===== src/rtl/core/bpcs_pkg.sv =====
`default_nettype none

package bpcs_pkg;

  // Field widths of the ports.
  localparam int unsigned PixW    = 8;
  localparam int unsigned StrideW = 13;
  localparam int unsigned SpeedW  = 12;
  localparam int unsigned TurnW   = 16;

  // Configuration port.
  localparam int unsigned CfgIdxW  = 2;
  localparam int unsigned CfgDataW = 13;

  localparam logic [CfgIdxW-1:0] RegRowStride   = 2'd0;
  localparam logic [CfgIdxW-1:0] RegBrightLevel = 2'd1;
  localparam logic [CfgIdxW-1:0] RegFwdSpeed    = 2'd2;

  localparam logic [StrideW-1:0] RowStrideRst   = 13'd2400;
  localparam logic [PixW-1:0]    BrightLevelRst = 8'd255;
  localparam logic [SpeedW-1:0]  FwdSpeedRst    = 12'd410;

  // Frame limits.
  localparam logic [StrideW-1:0] MaxStride     = 13'd4096;
  localparam int unsigned        ColW          = 12;
  localparam int unsigned        CntW          = 23;
  localparam logic [CntW-1:0]    MaxFrameBytes = 23'd4194304;

  // Signed offset sum and the divisor (match count times stride).
  localparam int unsigned SumW = 36;
  localparam int unsigned DenW = CntW + StrideW;

  // The turn magnitude is |sum| * 2^14 / divisor, saturated at 2^14.
  localparam int unsigned QuoW  = 14;
  localparam int unsigned StepW = $clog2(QuoW);
  localparam logic [StepW-1:0] LastStep = StepW'(QuoW - 1);
  localparam logic [QuoW:0]    TurnLimit = 15'd16384;

  // Commands from the controller to the datapath.
  typedef struct packed {
    logic accept;    // an input byte transfers this cycle
    logic snap;      // the transferred byte ends the frame
    logic mul;       // form divisor and magnitude
    logic chk;       // saturation check, load the remainder
    logic step;      // one restoring division step
    logic load_out;  // load the result register
  } bpcs_cmd_t;

  // Status from the datapath to the controller.
  typedef struct packed {
    logic saturate;  // quotient would reach the turn limit
  } bpcs_status_t;

endpackage

`default_nettype wire


===== src/rtl/core/bpcs_ctrl.sv =====
`default_nettype none

module bpcs_ctrl (
  input  wire logic                    clk,
  input  wire logic                    rst_n,
  input  wire logic                    in_valid,
  input  wire logic                    in_end_of_frame,
  output logic                         in_stall,
  output logic                         out_valid,
  input  wire logic                    out_stall,
  output bpcs_pkg::bpcs_cmd_t          cmd,
  input  wire bpcs_pkg::bpcs_status_t  status
);

  localparam logic [2:0] ST_IDLE = 3'd0;
  localparam logic [2:0] ST_MUL  = 3'd1;
  localparam logic [2:0] ST_CHK  = 3'd2;
  localparam logic [2:0] ST_DIV  = 3'd3;
  localparam logic [2:0] ST_FIN  = 3'd4;
  localparam logic [2:0] ST_OUT  = 3'd5;

  logic [2:0]                 state_r, state_nxt;
  logic [bpcs_pkg::StepW-1:0] step_r, step_nxt;
  logic                       busy;

  // Bytes keep flowing during the division; only a second frame end waits.
  always_comb begin
    busy      = (state_r != ST_IDLE);
    in_stall  = busy & in_valid & in_end_of_frame;
    out_valid = (state_r == ST_OUT);

    cmd.accept   = in_valid & ~in_stall;
    cmd.snap     = in_valid & ~in_stall & in_end_of_frame;
    cmd.mul      = (state_r == ST_MUL);
    cmd.chk      = (state_r == ST_CHK);
    cmd.step     = (state_r == ST_DIV);
    cmd.load_out = (state_r == ST_FIN);
  end

  // Next state and division step count.
  always_comb begin
    state_nxt = state_r;
    step_nxt  = step_r;
    unique case (state_r)
      ST_IDLE: begin
        if (cmd.snap) begin
          state_nxt = ST_MUL;
        end
      end
      ST_MUL: begin
        state_nxt = ST_CHK;
      end
      ST_CHK: begin
        step_nxt  = '0;
        state_nxt = status.saturate ? ST_FIN : ST_DIV;
      end
      ST_DIV: begin
        step_nxt = step_r + 1'b1;
        if (step_r == bpcs_pkg::LastStep) begin
          state_nxt = ST_FIN;
        end
      end
      ST_FIN: begin
        state_nxt = ST_OUT;
      end
      ST_OUT: begin
        if (!out_stall) begin
          state_nxt = ST_IDLE;
        end
      end
      default: begin
        state_nxt = ST_IDLE;
      end
    endcase
  end

  always_ff @(posedge clk) begin
    if (!rst_n) begin
      state_r <= ST_IDLE;
      step_r  <= '0;
    end else begin
      state_r <= state_nxt;
      step_r  <= step_nxt;
    end
  end

  // A frame end is never taken while the previous one is still in work.
  a_no_snap_busy: assert property (@(posedge clk) disable iff (!rst_n)
    cmd.snap |-> !busy)
    else $error("frame end taken while busy");

  // The division step count never runs past the last step.
  a_step_range: assert property (@(posedge clk) disable iff (!rst_n)
    (state_r == ST_DIV) |-> (step_r <= bpcs_pkg::LastStep))
    else $error("division step count out of range");

  // A frame end always leads to the multiply state.
  a_snap_mul: assert property (@(posedge clk) disable iff (!rst_n)
    cmd.snap |=> (state_r == ST_MUL))
    else $error("frame end did not start the result sequence");

endmodule

`default_nettype wire


===== src/rtl/core/bpcs_datapath.sv =====
`default_nettype none

module bpcs_datapath (
  input  wire logic                           clk,
  input  wire logic                           rst_n,
  input  wire logic                           cfg_we,
  input  wire logic [bpcs_pkg::CfgIdxW-1:0]   cfg_index,
  input  wire logic [bpcs_pkg::CfgDataW-1:0]  cfg_data,
  input  wire logic [bpcs_pkg::PixW-1:0]      in_pixel,
  input  wire bpcs_pkg::bpcs_cmd_t            cmd,
  output bpcs_pkg::bpcs_status_t              status,
  output logic                                out_target_found,
  output logic [bpcs_pkg::SpeedW-1:0]         out_linear_speed,
  output logic signed [bpcs_pkg::TurnW-1:0]   out_angular_rate,
  output logic                                out_frame_overflow
);

  // Configuration registers.
  logic [bpcs_pkg::StrideW-1:0] row_stride_r;
  logic [bpcs_pkg::PixW-1:0]    bright_level_r;
  logic [bpcs_pkg::SpeedW-1:0]  fwd_speed_r;

  // Frame accumulators.
  logic [bpcs_pkg::ColW-1:0]        col_r, col_nxt;
  logic signed [bpcs_pkg::SumW-1:0] sum_r, sum_nxt;
  logic [bpcs_pkg::CntW-1:0]        mcnt_r, mcnt_nxt;
  logic [bpcs_pkg::CntW-1:0]        bcnt_r, bcnt_nxt;
  logic                             ovf_r, ovf_nxt;

  // Snapshot of a finished frame.
  logic signed [bpcs_pkg::SumW-1:0] s_sum_r;
  logic [bpcs_pkg::CntW-1:0]        s_cnt_r;
  logic [bpcs_pkg::StrideW-1:0]     s_stride_r;
  logic [bpcs_pkg::SpeedW-1:0]      s_speed_r;
  logic                             s_ovf_r;

  // Divider.
  logic [bpcs_pkg::DenW-1:0] d_r;
  logic [bpcs_pkg::SumW-1:0] mag_r;
  logic                      neg_r;
  logic                      sat_r;
  logic [bpcs_pkg::SumW-1:0] rem_r;
  logic [bpcs_pkg::QuoW-1:0] q_r;

  logic [bpcs_pkg::StrideW-1:0] stride;
  logic [bpcs_pkg::ColW-1:0]    col_use;
  logic [bpcs_pkg::StrideW-1:0] col_inc;
  logic signed [14:0]           offset;
  logic                         full;
  logic [bpcs_pkg::SumW:0]      rem_sh;
  logic [bpcs_pkg::SumW:0]      rem_diff;
  logic                         rem_ge;
  logic [bpcs_pkg::QuoW:0]      turn_mag;
  logic [bpcs_pkg::TurnW-1:0]   turn_abs;

  // Register writes; unknown indexes are dropped.
  always_ff @(posedge clk) begin
    if (!rst_n) begin
      row_stride_r   <= bpcs_pkg::RowStrideRst;
      bright_level_r <= bpcs_pkg::BrightLevelRst;
      fwd_speed_r    <= bpcs_pkg::FwdSpeedRst;
    end else if (cfg_we) begin
      unique case (cfg_index)
        bpcs_pkg::RegRowStride:   row_stride_r   <= cfg_data;
        bpcs_pkg::RegBrightLevel: bright_level_r <= cfg_data[bpcs_pkg::PixW-1:0];
        bpcs_pkg::RegFwdSpeed:    fwd_speed_r    <= cfg_data[bpcs_pkg::SpeedW-1:0];
        default: ;
      endcase
    end
  end

  // Stride clamped into 1..MaxStride.
  always_comb begin
    priority if (row_stride_r == '0) begin
      stride = bpcs_pkg::StrideW'(1);
    end else if (row_stride_r > bpcs_pkg::MaxStride) begin
      stride = bpcs_pkg::MaxStride;
    end else begin
      stride = row_stride_r;
    end
  end

  // Per-byte accumulation; a column past a shrunk stride restarts at zero.
  always_comb begin
    full    = (bcnt_r >= bpcs_pkg::MaxFrameBytes);
    col_use = ({1'b0, col_r} >= stride) ? '0 : col_r;
    col_inc = {1'b0, col_use} + bpcs_pkg::StrideW'(1);
    offset  = $signed({2'b00, col_use, 1'b0}) - $signed({2'b00, stride});

    col_nxt  = col_r;
    sum_nxt  = sum_r;
    mcnt_nxt = mcnt_r;
    bcnt_nxt = bcnt_r;
    ovf_nxt  = ovf_r;
    if (cmd.accept) begin
      if (full) begin
        ovf_nxt = 1'b1;
      end else begin
        if (in_pixel == bright_level_r) begin
          sum_nxt  = sum_r + {{(bpcs_pkg::SumW-15){offset[14]}}, offset};
          mcnt_nxt = mcnt_r + 1'b1;
        end
        col_nxt  = (col_inc >= stride) ? '0 : col_inc[bpcs_pkg::ColW-1:0];
        bcnt_nxt = bcnt_r + 1'b1;
      end
    end
  end

  always_ff @(posedge clk) begin
    if (!rst_n) begin
      col_r  <= '0;
      sum_r  <= '0;
      mcnt_r <= '0;
      bcnt_r <= '0;
      ovf_r  <= 1'b0;
    end else if (cmd.snap) begin
      col_r  <= '0;
      sum_r  <= '0;
      mcnt_r <= '0;
      bcnt_r <= '0;
      ovf_r  <= 1'b0;
    end else begin
      col_r  <= col_nxt;
      sum_r  <= sum_nxt;
      mcnt_r <= mcnt_nxt;
      bcnt_r <= bcnt_nxt;
      ovf_r  <= ovf_nxt;
    end
  end

  // Snapshot of the closing frame, including its last byte.
  always_ff @(posedge clk) begin
    if (cmd.snap) begin
      s_sum_r    <= sum_nxt;
      s_cnt_r    <= mcnt_nxt;
      s_stride_r <= stride;
      s_speed_r  <= fwd_speed_r;
      s_ovf_r    <= ovf_nxt;
    end
  end

  // Restoring division step on the remainder.
  always_comb begin
    rem_sh   = {rem_r, 1'b0};
    rem_ge   = (rem_sh >= {1'b0, d_r});
    rem_diff = rem_sh - {1'b0, d_r};
    status.saturate = (mag_r >= d_r);
  end

  // Divisor, magnitude, saturation check and division steps.
  always_ff @(posedge clk) begin
    if (cmd.mul) begin
      d_r   <= s_cnt_r * s_stride_r;
      mag_r <= s_sum_r[bpcs_pkg::SumW-1] ? bpcs_pkg::SumW'(-s_sum_r)
                                         : bpcs_pkg::SumW'(s_sum_r);
      neg_r <= (s_sum_r > 0);
    end
    if (cmd.chk) begin
      sat_r <= status.saturate;
      rem_r <= mag_r;
      q_r   <= '0;
    end else if (cmd.step) begin
      rem_r <= rem_ge ? rem_diff[bpcs_pkg::SumW-1:0] : rem_r << 1;
      q_r   <= {q_r[bpcs_pkg::QuoW-2:0], rem_ge};
    end
  end

  // Result register; turn takes the opposite sign of the offset sum.
  always_comb begin
    turn_mag = sat_r ? bpcs_pkg::TurnLimit : {1'b0, q_r};
    turn_abs = {1'b0, turn_mag};
  end

  always_ff @(posedge clk) begin
    if (cmd.load_out) begin
      out_frame_overflow <= s_ovf_r;
      if (s_cnt_r != '0) begin
        out_target_found <= 1'b1;
        out_linear_speed <= s_speed_r;
        out_angular_rate <= neg_r ? $signed(-turn_abs) : $signed(turn_abs);
      end else begin
        out_target_found <= 1'b0;
        out_linear_speed <= '0;
        out_angular_rate <= '0;
      end
    end
  end

  // The remainder stays below the divisor through every step.
  a_rem_bound: assert property (@(posedge clk) disable iff (!rst_n)
    cmd.step |-> (rem_r < d_r))
    else $error("division remainder not below divisor");

  // The byte counter never runs past the frame limit.
  a_bcnt_limit: assert property (@(posedge clk) disable iff (!rst_n)
    bcnt_r <= bpcs_pkg::MaxFrameBytes)
    else $error("byte counter beyond frame limit");

  // A frame without a target gives zero speed and turn.
  a_no_target_zero: assert property (@(posedge clk) disable iff (!rst_n)
    cmd.load_out |=> (out_target_found
                      || (out_linear_speed == '0 && out_angular_rate == '0)))
    else $error("nonzero command without a target");

endmodule

`default_nettype wire


===== src/rtl/core/bright_pixel_centroid_steering.sv =====
`default_nettype none

// Channel   Ports                                       Transfer
// in        in_valid, in_stall, in_pixel, in_end_of_frame   valid & !stall
// out       out_valid, out_stall, out_target_found,        valid & !stall
//           out_linear_speed, out_angular_rate, out_frame_overflow
// cfg       cfg_we, cfg_index, cfg_data                 cfg_we
//
// One input byte is taken every cycle while in_stall is low; accumulation is
// a single adder stage. A frame end starts the result sequence: multiply,
// saturation check, up to 14 restoring division steps and a result load.
// Bytes of the next frame are taken meanwhile.
// A further frame end is stalled until the pending result has transferred.
// Synchronous reset loads the register defaults and clears the accumulators.

module bright_pixel_centroid_steering (
  input  wire logic                           clk,
  input  wire logic                           rst_n,
  input  wire logic                           cfg_we,
  input  wire logic [bpcs_pkg::CfgIdxW-1:0]   cfg_index,
  input  wire logic [bpcs_pkg::CfgDataW-1:0]  cfg_data,
  input  wire logic                           in_valid,
  output logic                                in_stall,
  input  wire logic [bpcs_pkg::PixW-1:0]      in_pixel,
  input  wire logic                           in_end_of_frame,
  output logic                                out_valid,
  input  wire logic                           out_stall,
  output logic                                out_target_found,
  output logic [bpcs_pkg::SpeedW-1:0]         out_linear_speed,
  output logic signed [bpcs_pkg::TurnW-1:0]   out_angular_rate,
  output logic                                out_frame_overflow
);

  bpcs_pkg::bpcs_cmd_t    cmd;
  bpcs_pkg::bpcs_status_t status;

  // Sequencer for the handshakes and the division.
  bpcs_ctrl u_ctrl (
    .clk             (clk),
    .rst_n           (rst_n),
    .in_valid        (in_valid),
    .in_end_of_frame (in_end_of_frame),
    .in_stall        (in_stall),
    .out_valid       (out_valid),
    .out_stall       (out_stall),
    .cmd             (cmd),
    .status          (status)
  );

  // Accumulators, divider and result register.
  bpcs_datapath u_datapath (
    .clk                (clk),
    .rst_n              (rst_n),
    .cfg_we             (cfg_we),
    .cfg_index          (cfg_index),
    .cfg_data           (cfg_data),
    .in_pixel           (in_pixel),
    .cmd                (cmd),
    .status             (status),
    .out_target_found   (out_target_found),
    .out_linear_speed   (out_linear_speed),
    .out_angular_rate   (out_angular_rate),
    .out_frame_overflow (out_frame_overflow)
  );

endmodule

`default_nettype wire


===== config.mk =====
export PLATFORM = sky130hd
export DESIGN_NAME = bright_pixel_centroid_steering
export DESIGN_NICKNAME = d
export VERILOG_FILES = /design/src/rtl/core/bpcs_pkg.sv /design/src/rtl/core/bpcs_ctrl.sv /design/src/rtl/core/bpcs_datapath.sv /design/src/rtl/core/bright_pixel_centroid_steering.sv
export SDC_FILE = /design/constraint.sdc
export NUM_CORES = 2
export LEC_CHECK = 0
export ABC_AREA = 1
export BUFFER_PORTS_ARGS = -buffer_cell sky130_fd_sc_hd__buf_4
export CAP_MARGIN = 25
export CORE_UTILIZATION = 49
export DETAILED_ROUTE_END_ITERATION = 8
export PLACE_DENSITY = 0.62
export SYNTH_ARGS = -nofsm -noshare
export SYNTH_HDL_FRONTEND = slang
export SYNTH_SLANG_ARGS = --single-unit

===== constraint.sdc =====
create_clock -name clk -period 7.48 [get_ports clk]
set_clock_uncertainty 0.1 [all_clocks]
set_input_delay 1.496 -clock clk [delete_from_list [all_inputs] [get_ports clk]]
set_output_delay 1.496 -clock clk [all_outputs]
set_load 0.1 [all_outputs]

======== Word-level counts from Yosys, hierarchy flattened ========
Index checks and enable logic that the tools add are counted.
word-level totals
  bits in registers ....................... 374
  bits in latches ......................... 0
  memory bits (writable) .................. 0
  memory bits (read-only) ................. 0
  bits of input ports ..................... 29
  output and inout bits ................... 32
  logic and storage cells ................. 101
  memories kept ........................... 0
operators by class
  add/subtract/negate cells ............... 9
  multipliers ............................. 1
  div/mod/pow operators ................... 0
  $lt $le $gt $ge ......................... 7
  equal/unequal tests ..................... 12
  shift-type cells ........................ 0
  mux-type cells .......................... 25
  bitwise gates (word level) .............. 7
  reduce and logical (&&, ||, !) cells .... 13
operators by type and width
  cell                                                                   number
  36-bit two-way mux                                                     6
  23-bit two-way mux                                                     3
  23-bit by 1-bit adder with 23-bit output, second input constant        2
  37-bit by 36-bit >= comparator with 1-bit output                       1
  36-bit adder                                                           1
  36-bit >= comparator                                                   1
  36-bit by 1-bit > comparator with 1-bit output, second input constant  1
  23-bit by 13-bit multiplier with 36-bit output                         1
  36-bit negator                                                         1
  36-bit subtractor                                                      1
  35-bit two-way mux                                                     1
  15-bit two-way mux                                                     2
  13-bit two-way mux                                                     2
  12-bit two-way mux                                                     2
  23-bit >= comparator, second input constant                            1
  23-bit nonzero test                                                    1
  3-bit case mux with 6 select lines                                     1
  15-bit negator with 16-bit output                                      1
  13-bit by 13-bit subtractor with 14-bit output                         1
  12-bit by 1-bit adder with 13-bit output, second input constant        1
  12-bit by 13-bit >= comparator with 1-bit output                       1
  13-bit >= comparator                                                   1
  13-bit > comparator, second input constant                             1
  13-bit zero test                                                       1
  22 further kinds                                                       39

======== Longest topological paths before layout ========
  depth after elaboration ................. 10
  mapped depth ............................ 41
  mapped depth without buffers ............ 41

======== Cells and area by module ========
Synthesis repeated with hierarchy kept, for this count alone.
unflattened totals
  cell total of the unflattened synthesis .. 3908
  area, all modules ....................... 31392.6 um^2
modules (own cells, without submodules)
  module         instances  cells an instance  area each (um^2)  seq. area each (um^2)
  bpcs_datapath  1          3838               30939.7           9599.2
  bpcs_ctrl      1          70                 452.9             140.1

======== Least setup slack after synthesis ========
Ideal clock, no wire load.
  path kind ............................... register to register
  start ................................... register u_ctrl.state_r[0]
  end ..................................... register u_datapath.d_r[0] (netlist bit), enable pin
  library setup time ...................... 0.595 ns
  arrival time ............................ 5.366 ns
  data required time ...................... 6.785 ns
  slack ................................... 1.418 ns
  stages on the path, launching flop included .. 3
  path buffers ............................ 0
  clock period less this slack ............ 6.062 ns
  cells stage by stage .................... dfxtp_1 -> inv_1 -> nor3_1
between the ends
  word-level cells in the longest chain between the ends .. 1
RTL lines
  what                                            line                  text
  start: declaration                              bpcs_ctrl.sv:22       logic [2:0] state_r, state_nxt;
  start signal: assignment                        bpcs_ctrl.sv:82       state_r <= state_nxt;
  3-bit by 1-bit equality test with 1-bit output  bpcs_ctrl.sv:34       cmd.mul = (state_r == ST_MUL);
  end signal: assignment                          bpcs_datapath.sv:153  d_r <= s_cnt_r * s_stride_r;
  end: declaration                                bpcs_datapath.sv:38   logic [bpcs_pkg::DenW-1:0] d_r;
Every way passes these cells.
A chain may end at the register's enable or synchronous reset.

======== Final worst setup path ========
  start ................................... register u_datapath.row_stride_r[8] (netlist bit)
  end ..................................... register u_datapath.s_sum_r[30] (netlist bit) (data pin)
between the ends
  word-level cells in the longest chain between the ends .. 10
  elaborated cells on any way between the ends .. 11
  classes of those cells .................. add/sub: 2; order compare: 2; mux: 6; reduce/logical: 1
RTL lines
  what                                              line                  text
  start: declaration                                bpcs_datapath.sv:19   logic [bpcs_pkg::StrideW-1:0] row_stride_r;
  start signal: assignment                          bpcs_datapath.sv:59   row_stride_r <= bpcs_pkg::RowStrideRst;
  start signal: assignment                          bpcs_datapath.sv:64   bpcs_pkg::RegRowStride: row_stride_r <= cfg_data;
  13-bit > comparator                               bpcs_datapath.sv:76   end else if (row_stride_r > bpcs_pkg::MaxStride) begin
  13-bit two-way mux                                bpcs_datapath.sv:76
  13-bit two-way mux *                              bpcs_datapath.sv:74   priority if (row_stride_r == '0) begin
  net u_datapath.stride, one bit                    bpcs_datapath.sv:45   logic [bpcs_pkg::StrideW-1:0] stride;
  12-bit by 13-bit >= comparator with 1-bit output  bpcs_datapath.sv:86   col_use = ({1'b0, col_r} >= stride) ? '0 : col_r;
  12-bit two-way mux                                bpcs_datapath.sv:86
  13-bit by 13-bit subtractor with 14-bit output *  bpcs_datapath.sv:88   offset = $signed({2'b00, col_use, 1'b0}) - $signed({2'b00, stride});
  36-bit adder *                                    bpcs_datapath.sv:100  sum_nxt = sum_r + {{(bpcs_pkg::SumW-15){offset[14]}}, offset};
  36-bit two-way mux *                              bpcs_datapath.sv:99   if (in_pixel == bright_level_r) begin
  36-bit two-way mux *                              bpcs_datapath.sv:96   if (full) begin
  36-bit two-way mux *                              bpcs_datapath.sv:95   if (cmd.accept) begin
  net u_datapath.sum_nxt, one bit                   bpcs_datapath.sv:25   logic signed [bpcs_pkg::SumW-1:0] sum_r, sum_nxt;
  end signal: assignment                            bpcs_datapath.sv:134  s_sum_r <= sum_nxt;
  end: declaration                                  bpcs_datapath.sv:31   logic signed [bpcs_pkg::SumW-1:0] s_sum_r;
Mark *: on every way through the listed nets, which the timed path passes. The rest lies on a longest branch.

==> impl_metrics.py <==
metrics = {
    "clocking": {
        "clockBufferDepth": 3,
        "cts_max_level": 2,
        "worstSkewPairLatency_ns": 0.58,
        "cts_root_buffer": "clkbuf_16",
        "hold_buffers": 0,
        "path_clk_slew_ns": 0.06,
        "cts_made_buffers": 43,
        "cts_tree": "built",
        "clock-sinks": 374,
    },
    "synth": {
        "synthesis.nets": 4400,
        "ys_top_cells_by_area": "edfxtp_1 22%, fa_1 15%, nand2_1 10%, dfxtp_1 9.5%, ha_1 9.2%",
        "yosys.area.top_type": "edfxtp_1",
        "avgSynthCellArea_um2": 8.01,
        "yosys.area.top_type_share": 0.216,
        "syn_area_um2": 31300,
        "ys_ff_latch": 374,
        "synth_enable_flop_cells": 225,
        "yosys.cell_count.top_type": "nand2_1",
        "yosysUniqueCellTypes": 57,
        "synth_commonest_cells": "873 x nand2_1, 730 x inv_1, 318 x nor2_1, 234 x fa_1, 231 x ha_1",
        "synth-main-ff-cell": "edfxtp_1",
        "ys_seq_area_frac": 0.311,
        "async_reset_ff_frac": 0,
        "syn_inst": 3906,
        "ys.warnings.count": 0,
    },
    "detailed_routing": {
        "wl_per_cell_um": 16.6,
        "ant_nets": 0,
        "viasPerCell": 5.22,
        "via_count": 25150,
        "dr.pass1.iters": 5,
        "drt_iter0_markers": 1632,
        "routed_wl_um": 80000,
        "drcViolationCount": 0,
    },
    "die": {
        "start_util": 0.496,
        "io-pin-count": 61,
        "die_w_um": 255,
        "die_area_um2": 64900,
        "num_rows": 92,
        "die_h_um": 255,
        "core-area_um2": 63100,
    },
    "setup_path": {
        "reg2reg_depth": 35,
        "critPathKind": "reg2reg",
        "rrSetupSlack_ns": 0.72,
        "endpoint_kind": "register",
        "cp-start-kind": "register",
        "worst_r2r_endpoint": "u_datapath.s_sum_r[30]",
        "critPathBufInv": 5,
        "critical_path.most_common_cell": "nand2_1",
        "cp_slowest_cell": "a221oi_1",
        "reg2reg_from": "u_datapath.row_stride_r[8]",
        "required_ns": 7.71,
        "crit_path_max_fanout": 13,
        "critPathTopFamily": "compound AO/OA/AOI/OAI gates",
        "slowest_delay_ns": 0.63,
        "cp_data_arrival_time_ns": 6.98,
        "critPathLaunch": "u_datapath.row_stride_r[8]",
    },
    "sta": {
        "fin_crit_sh": 0.903,
        "rsz0062_at_grt": "no",
        "drv_slew": 0,
        "max-slew-margin-rel": 0.270,
        "fmax_ghz": 0.148,
        "tightest_slew_ns": 1.09,
        "fin_crit_ns": 6.76,
        "hold_viol": 0,
        "fin_tns_setup_ns": 0,
        "setup_viol": 0,
    },
    "grt": {
        "overflow": 0,
        "antenna_found_initial": 0,
        "grt.total_usage": 0.253,
        "grt_pass1_wl_um": 130000,
        "grt_max_degree": 75,
        "grt_pass1_vias": 24618,
    },
    "run": {
        "drv_cap": 0,
    },
    "placed_design": {
        "dpl.hpwl_um": 63000,
        "place.port_buffers": 60,
        "place_congestion": 0.911,
    },
    "finish": {
        "area_growth_pct": 9.13,
        "nFillCells": 6137,
        "diodes": 0,
        "final_nets": 4430,
        "seq_area_um2": 9740,
        "multi_input_comb_area_um2": 18400,
        "drive_gt1_frac": 0.0546,
    },
    "hold_path": {
        "min_from": "u_datapath.fwd_speed_r[10]",
        "worstHoldPathCells": 0,
        "hold_end": "u_datapath.s_speed_r[10]",
        "hold_class": "reg2reg",
    },
    "run_status": {
        "status": "finished, final reports clean",
    },
}
[repair_timing]
item | CTS | global route
resized for setup | 0 | 4
setup endpoints to repair | 0 | 18
setup buffers | 0 | 0
[how the worst max path moves through the flow]
| stage | end | slack, ns | cells after the start |
|---|---|---|---|
| 4_1_cts | u_datapath.s_sum_r[31] | 0.57 | 34 |
| 2_1_floorplan | u_datapath.d_r[0] | 1.42 | 2 |
| 3_5_place_dp | u_datapath.s_sum_r[31] | 0.59 | 34 |
| 5_1_grt | u_datapath.s_sum_r[30] | 0.03 | 36 |
| 3_3_place_gp | u_datapath.s_sum_r[27] | 0.76 | 31 |
| 6_report | u_datapath.s_sum_r[30] | 0.72 | 35 |
[cell type report]
type,count,area share
Multi-Input combinational cell,2690,0.539
Clock buffer,60,0.0361
Timing Repair inverter,1,0.000220
Timing Repair Buffer,88,0.0193
Inverter,738,0.0812
Tap cell,846,0.0310
Sequential cell,374,0.285
Clock inverter,20,0.00766
[state kept, by name (all words and copies together), names as in the netlist, 3 cells and up]
signal	cells
u_ctrl.state_r	3
u_datapath.d_r	36
u_datapath.bright_level_r	8
u_datapath.bcnt_r	23
u_datapath.s_sum_r	36
u_datapath.q_r	14
u_datapath.row_stride_r	13
u_datapath.mag_r	36
u_datapath.mcnt_r	23
u_datapath.s_stride_r	13
u_datapath.rem_r	36
u_datapath.out_angular_rate	16
u_datapath.s_cnt_r	23
u_datapath.s_speed_r	12
u_datapath.col_r	12
u_datapath.out_linear_speed	12
u_datapath.sum_r	36
u_ctrl.step_r	4
u_datapath.fwd_speed_r	12
[worst register-to-register path: cells and delay by family, from the launching register on]
family	cells	cell delay (ns)
AO/OA/AOI/OAI	10	2.16
adder cells (fa/ha/maj)	3	1.04
buffers and inverters	5	0.77
flip-flops	1	0.33
AND/OR/NAND/NOR	17	2.10
[kinds of logic (layout without fill, tap and decap cells)]
logic type / after synthesis / in the layout / share of synthesized area
buf+inv: 842 / 907 / 0.102
compound gates: 572 / 572 / 0.101
fa+ha+maj: 465 / 465 / 0.242
simple gates: 1500 / 1500 / 0.201
flops: 374 / 374 / 0.311
xor+xnor: 153 / 153 / 0.0428
[placed cells by master, fill, tap and decap left out, drive strengths merged, types with 6 or more instances in the layout]
cell type	n
nand2	879
inv	741
nor2	332
fa	234
ha	231
a21oi	226
edfxtp	225
o21ai	220
dfxtp	149
nand3	118
xor2	104
buf	88
nor3	77
clkbuf	60
xnor2	49
nand4	46
a31oi	22
o21a	18
o21bai	16
nor4	16
or2	15
o22ai	13
a21boi	13
a21o	12
o211ai	12
clkinv	10
and2	6
[routing by layer]
metal  wire length, um  share of wire  track usage  vias to the layer above
li1                  -              -            -                    12530
met1             37600           0.47        0.358                    11928
met2             36800           0.46        0.411                      583
met3              3830          0.048       0.0297                      109
met4              1860          0.023       0.0643                        0
met5                 0              0            0                        -
[per-stage QoR]
| step | instance area (um^2) | cells | utilization | worst slack, ns | hold WS [ns] |
|---|---|---|---|---|---|
| 6_report | 34200 | 4817 | 0.541 | 0.724 | 0.326 |
| 5_1_grt | 34200 | 4817 | 0.541 | 0.0257 | 0.334 |
| 4_1_cts | 34100 | 4816 | 0.541 | 0.570 | 0.326 |
| 3_5_place_dp | 32600 | 4736 | 0.517 | 0.587 | 0.312 |
| 3_3_place_gp | 32600 | 4736 | 0.517 | 0.763 | 0.307 |
| 2_1_floorplan | 31300 | 3906 | - | 1.42 | 0.300 |
Power is left out: the tool's default activity adds up to more than one toggle a clock period on the data nets, which glitch-free logic cannot reach.
